[src/hw/rtl/skp_pkg.sv]
package skp_pkg;

  // Defaults for the top level parameters
  localparam int unsigned MaxNodesDef = 64;
  localparam int unsigned MaxDimDef   = 4096;

  // Area and padding constants
  localparam int unsigned MinDim = 128;
  localparam int unsigned Pad    = 2;
  localparam int unsigned Ofs    = 1;

  // Register reset values
  localparam logic [12:0] RstInitW   = 13'd512;
  localparam logic [12:0] RstInitH   = 13'd512;
  localparam logic [6:0]  RstRsvRows = 7'd12;

  // Register indexes on the configuration port
  typedef enum logic [1:0] {
    RegInitW   = 2'd0,
    RegInitH   = 2'd1,
    RegRsvRows = 2'd2
  } reg_idx_e;

  typedef struct packed {
    logic [12:0] init_w;
    logic [12:0] init_h;
    logic [6:0]  rsv_rows;
  } cfg_t;

  // Padded request as queued between front and engine
  typedef struct packed {
    logic [12:0] w;
    logic [12:0] h;
  } req_t;

  typedef struct packed {
    logic        placed;
    logic [11:0] pos_x;
    logic [11:0] pos_y;
    logic [12:0] area_w;
    logic [12:0] area_h;
  } res_t;

  typedef enum logic [3:0] {
    StIdle,
    StChkW,
    StGrowW,
    StChkH,
    StGrowH,
    StScanI,
    StScanX,
    StScanJ,
    StScanW,
    StRbRd,
    StRbNode,
    StRbTail,
    StRbFlush,
    StDone
  } eng_st_e;

endpackage

[src/hw/rtl/skp_front.sv]
module skp_front (
  input  logic          clk_i,
  input  logic          rst_ni,
  input  logic          req_valid_i,
  output logic          req_ready_o,
  input  logic [11:0]   req_width_i,
  input  logic [11:0]   req_height_i,
  output logic          q_valid_o,
  output skp_pkg::req_t q_req_o,
  input  logic          q_pop_i
);
  import skp_pkg::*;

  req_t       slot_q [2];
  logic [1:0] fill_q;
  logic       wp_q;
  logic       rp_q;
  logic       push;
  logic       pop;
  req_t       padded;

  // Pad each side before queueing
  always_comb begin
    padded.w = 13'(req_width_i) + 13'(Pad);
    padded.h = 13'(req_height_i) + 13'(Pad);
  end

  assign req_ready_o = (fill_q != 2'd2);
  assign push        = req_valid_i && req_ready_o;
  assign pop         = q_pop_i && (fill_q != 2'd0);
  assign q_valid_o   = (fill_q != 2'd0);
  assign q_req_o     = slot_q[rp_q];

  // Advance queue pointers and fill level
  always_ff @(posedge clk_i or negedge rst_ni) begin
    if (!rst_ni) begin
      fill_q <= 2'd0;
      wp_q   <= 1'b0;
      rp_q   <= 1'b0;
    end else begin
      if (push) begin
        wp_q <= ~wp_q;
      end
      if (pop) begin
        rp_q <= ~rp_q;
      end
      if (push && !pop) begin
        fill_q <= fill_q + 2'd1;
      end else if (pop && !push) begin
        fill_q <= fill_q - 2'd1;
      end
    end
  end

  // Hold queued items
  always_ff @(posedge clk_i) begin
    if (push) begin
      slot_q[wp_q] <= padded;
    end
  end

endmodule

[config.mk]
export PLATFORM = sky130hd
export DESIGN_NAME = skp_front
export DESIGN_NICKNAME = d
export VERILOG_FILES = /design/src/hw/rtl/skp_pkg.sv /design/src/hw/rtl/skp_front.sv
export SDC_FILE = /design/constraint.sdc
export NUM_CORES = 1
export LEC_CHECK = 0
export BUFFER_PORTS_ARGS = -buffer_cell sky130_fd_sc_hd__buf_2
export CORE_MARGIN = 4
export CORE_UTILIZATION = 50
export CTS_CLUSTER_DIAMETER = 120
export DETAILED_ROUTE_END_ITERATION = 6
export GPL_ROUTABILITY_DRIVEN = 0
export GPL_TIMING_DRIVEN = 0
export HOLD_SLACK_MARGIN = 0.02
export PLACE_DENSITY = 0.76
export REMOVE_ABC_BUFFERS = 1
export SYNTH_ARGS = -nofsm -noshare
export SYNTH_HDL_FRONTEND = slang
export SYNTH_SLANG_ARGS = --single-unit
export TNS_END_PERCENT = 10
[constraint.sdc]
create_clock -name clk_i -period 2.9 [get_ports clk_i]
set_clock_uncertainty 0.1 [all_clocks]
set_input_delay 0.145 -clock clk_i [delete_from_list [all_inputs] [get_ports clk_i]]
set_output_delay 0.145 -clock clk_i [all_outputs]
set_load 0.03 [all_outputs]
Word level (Yosys, flattened, before mapping)

Memory sizes are Yosys's and may differ from the RTL's.
Cells that the tools add are included.

$add $sub $neg: 4
Eq/ne operators: 1
Mux-type cells: 4
Bitwise operators: 2
Reductions and logical operators: 8

Operators with widths:

| operator                                         | count |
|---|---|
| adder 12 x 2 -> 13 bit, second input constant    | 2 |
| logical AND 1 bit                                | 4 |
| two-way mux 2 bit                                | 2 |
| nonzero test 2 bit                               | 2 |
| adder 2 x 1 -> 2 bit, second input constant      | 1 |
| logical NOT 1 bit                                | 2 |
| two-way mux 1 bit                                | 2 |
| inequality test 2 bit, second input constant     | 1 |
| NOT 1 bit                                        | 2 |
| subtractor 2 x 1 -> 2 bit, second input constant | 1 |

Bits in registers: 4
Bits in writable memories: 52
Input bits: 28
Output and inout bits: 28
Memories kept: 1

Memories:

| memory | words | width | rd ports | clocked after Yosys merged registers in | wr ports | RTL line        | source |
|---|---|---|---|---|---|---|---|
| slot_q | 2     | 26    | 1        | 0                                       | 1        | skp_front.sv:14 | `req_t slot_q [2];` |

Longest topological paths before layout

Word-level depth: 6
Depth in mapped cells: 7
Depth with buffers taken out: 7

Least setup slack after synthesis

Ideal clock, no wire load.

Path kind: flip-flop to flip-flop
From: register fill_q[0]
To: memory slot_q[0][0] in the netlist's numbering, enable pin
Library setup time: 0.409 ns
Data arrival time: 1.998 ns
Required time: 2.391 ns
Slack: 0.393 ns
Cell stages (with the launch flop): 4
Period minus slack after synthesis: 2.507 ns
Cells stage by stage: dfrtp_1 nand2b_1 nand2_1 nor2_1

Longest elaborated chain between the ends: 4

Ends and longest elaborated chain:

| item                                    | RTL line        | source |
|---|---|---|
| start, declared                         | skp_front.sv:15 | `logic [1:0] fill_q;` |
| start signal, assigned                  | skp_front.sv:48 | `fill_q <= fill_q + 2'd1;` |
| start signal, assigned                  | skp_front.sv:50 | `fill_q <= fill_q - 2'd1;` |
| inequality test 2 bit                   | skp_front.sv:28 | `assign req_ready_o = (fill_q != 2'd2);` |
| via req_ready_o                         | skp_front.sv:5  | `output logic req_ready_o,` |
| logical AND 1 bit                       | skp_front.sv:29 | `assign push = req_valid_i && req_ready_o;` |
| two-way mux 1 bit                       | skp_front.sv:57 | `if (push) begin` |
| two-way mux 1 bit (not written as such) | skp_front.sv:58 | `slot_q[wp_q] <= padded;` |
| end, declared                           | skp_front.sv:14 |  |

The timed path passes the listed nets, and every way through them passes these cells.

==> results.toml <==
[timing]
fmax_ghz = 0.446
finalCriticalPeriod_ns = 2.24
tns_ns = 0
whs_ns = 0.0278
slew_headroom = 0.193
setup_ws_ns = 0.660
hold_viol = 0
slew_viol_final = 0
setup_viol = 0
rsz0062_at_grt = "false"
tightest_slew_ns = 1.21
fin_crit_sh = 0.773

[pwr]
p_leak_nw = 1.09
peakVddDrop_mv = 0.547
finalPower_mw = 2.66
powerDensity_nw_per_um2 = 915

[die]
start_util = 0.515
die_y_um = 77.7
core_area_sq_um = 4720
pin_count = 56
dieWidth_um = 77.7
rows = 25
dieArea_sq_um = 6040

[routing]
routed_wl_um = 3860
first_pass_iters = 4
drcViolationCount = 0
wl_per_cell_um = 13.7
avgViaCountPerCell = 5.01
vias = 1412
drt_first_iter_violations = 52
drtAntennaViolNets = 0

[yosys]
yosys.area.top_type = "edfxtp_1"
synthTopCellsByCount = "52 x edfxtp_1, 26 x mux2_2, 17 x xnor2_1"
yosys.area_share.adder = 0.0154
ys_top_cells_by_area = "edfxtp_1 64%, mux2_2 12%, xnor2_1 6.1%, dfrtp_1 4.1%, xor2_1 2.2%"
synthArstFlopShare = 0.0714
synth_top_family_by_area = "multiplexers"
synth-compound-area-share = 0
synth-seq-cells = 56
synth_edf_count = 52
yosysWarningCount = 0
synthSimpleGateAreaFrac = 0.0834
synth_cell_types = 20
ys_seq_area_frac = 0.683
synth-xor-area-share = 0.0829
postSynthCellCount = 151
netlist.area_leader.share = 0.642
post_synth_mux_area_share = 0.120
yosysMostFrequentCell = "edfxtp_1"
synth_flop_cell = "edfxtp_1"
syn_avg_cell_area_sq_um = 16.1
syn-cell-area_sq_um = 2430

[setup_path]
rr_startpoint = "fill_q[0]"
worst-path-max-fanout = 27
start_kind = "flop"
required_ns = 2.65
crit_arrival_ns = 2.00
critical_path_class = "flop to output pin"
critical_path.startpoint = "rp_q"
critPathCaptureType = "output pin"
rrSetupSlack_ns = 0.88

[hold_path]
hold_start = "q_pop_i"
hold_class = "primary input to flop"

[cts]
cts.path.max_buffers = 2
ctsResizeCount = 0
numClockSinks = 56
clk_transition_reported_paths_ns = 0.09
cts_buffers = 5
clockRootBuffer = "clkbuf_8"
clock_latency_ns = 0.29
h-tree-depth = 2
cts_tree = "yes"

[grt]
grt_use_total = 0.136
grt_pass1_vias = 1470
grt_max_degree = 28
grt_pass1_wl_um = 6400
antenna_found_initial = 0
grt-ovfl-total = 0

[cells_and_area]
syn2layout_area_growth_pct = 19.3
layout-drive-gt1-share = 0.433
final_nets = 245
diodes = 0
fin_area_sq_um = 2900
final_cells = 282
postLayoutCoreUtil = 0.614

[place]
dp_hpwl_um = 2750
pre_cts_slack_ns = 0.803
port-buffer-count = 55
dpl_cell_area_sq_um = 2790
dpl.cell_count = 271

[flow_run]
drv_cap = 0

[status]
outcome = "finished clean"
==> cell usage in the layout (no fill, tap or decap), types with 5 or more instances in the layout <==
cell,count
mux2_2,26
clkbuf_8,5
edfxtp_1,52
nand2_1,8
buf_2,55
xnor2_1,17
nand3_1,9
nand4_1,5
xor2_1,6
==> registers in the layout, summed over array words and instances (netlist names) <==
signal / count
slot_q: 52
rp_q: 1
fill_q: 2
wp_q: 1
==> worst max-delay path: stages, from the launching register on <==
cell and delay [ns]:
dfrtp_1 1.09, mux2_2 0.43, buf_2 0.18
==> repair_timing <==
item,CTS,global route
endpoints found under the hold margin,8,0
hold buffers,3,0
buffers inserted,0,0
==> where the power goes <==
part | internal, mW | switching (mW)
sequential | 1.12 | 0.123
combinational | 0.391 | 0.642
clock | 0.164 | 0.220
==> logic make-up after synthesis <==
group / after synthesis
and+or+nand+nor: 36
buffers and inverters: 7
adders and majority gates: 3
xor gates and xnor gates: 23
muxes: 26
DFF: 56
==> layout make-up <==
class | count | area [sq um]
fill | 380 | 1820
sequential | 56 | 1660
multi-input combinational | 88 | 737
timing repair buffer | 59 | 320
tap | 67 | 83.8
clock buffer | 5 | 68.8
inverter | 4 | 15.0
clock inverter | 3 | 13.8
==> routing by layer <==
metal,share of wire,vias up,track usage
li1,-,688,-
met1,0.41,673,0.152
met2,0.51,47,0.239
met3,0.080,4,0.0487
met4,0.0078,0,0.0480
met5,0,-,0
==> worst paths after layout <==
path | end | depth (start not counted)
hold reg to reg | fill_q[1] | 1
max in group asynchronous | fill_q[1] | 2
hold / removal | rp_q | 3
setup / recovery | q_req_o[15] | 2
setup reg to reg | slot_q[1][24] | 2
min in group asynchronous | wp_q | 2
Note: power is estimated with default switching activity, not from simulation.
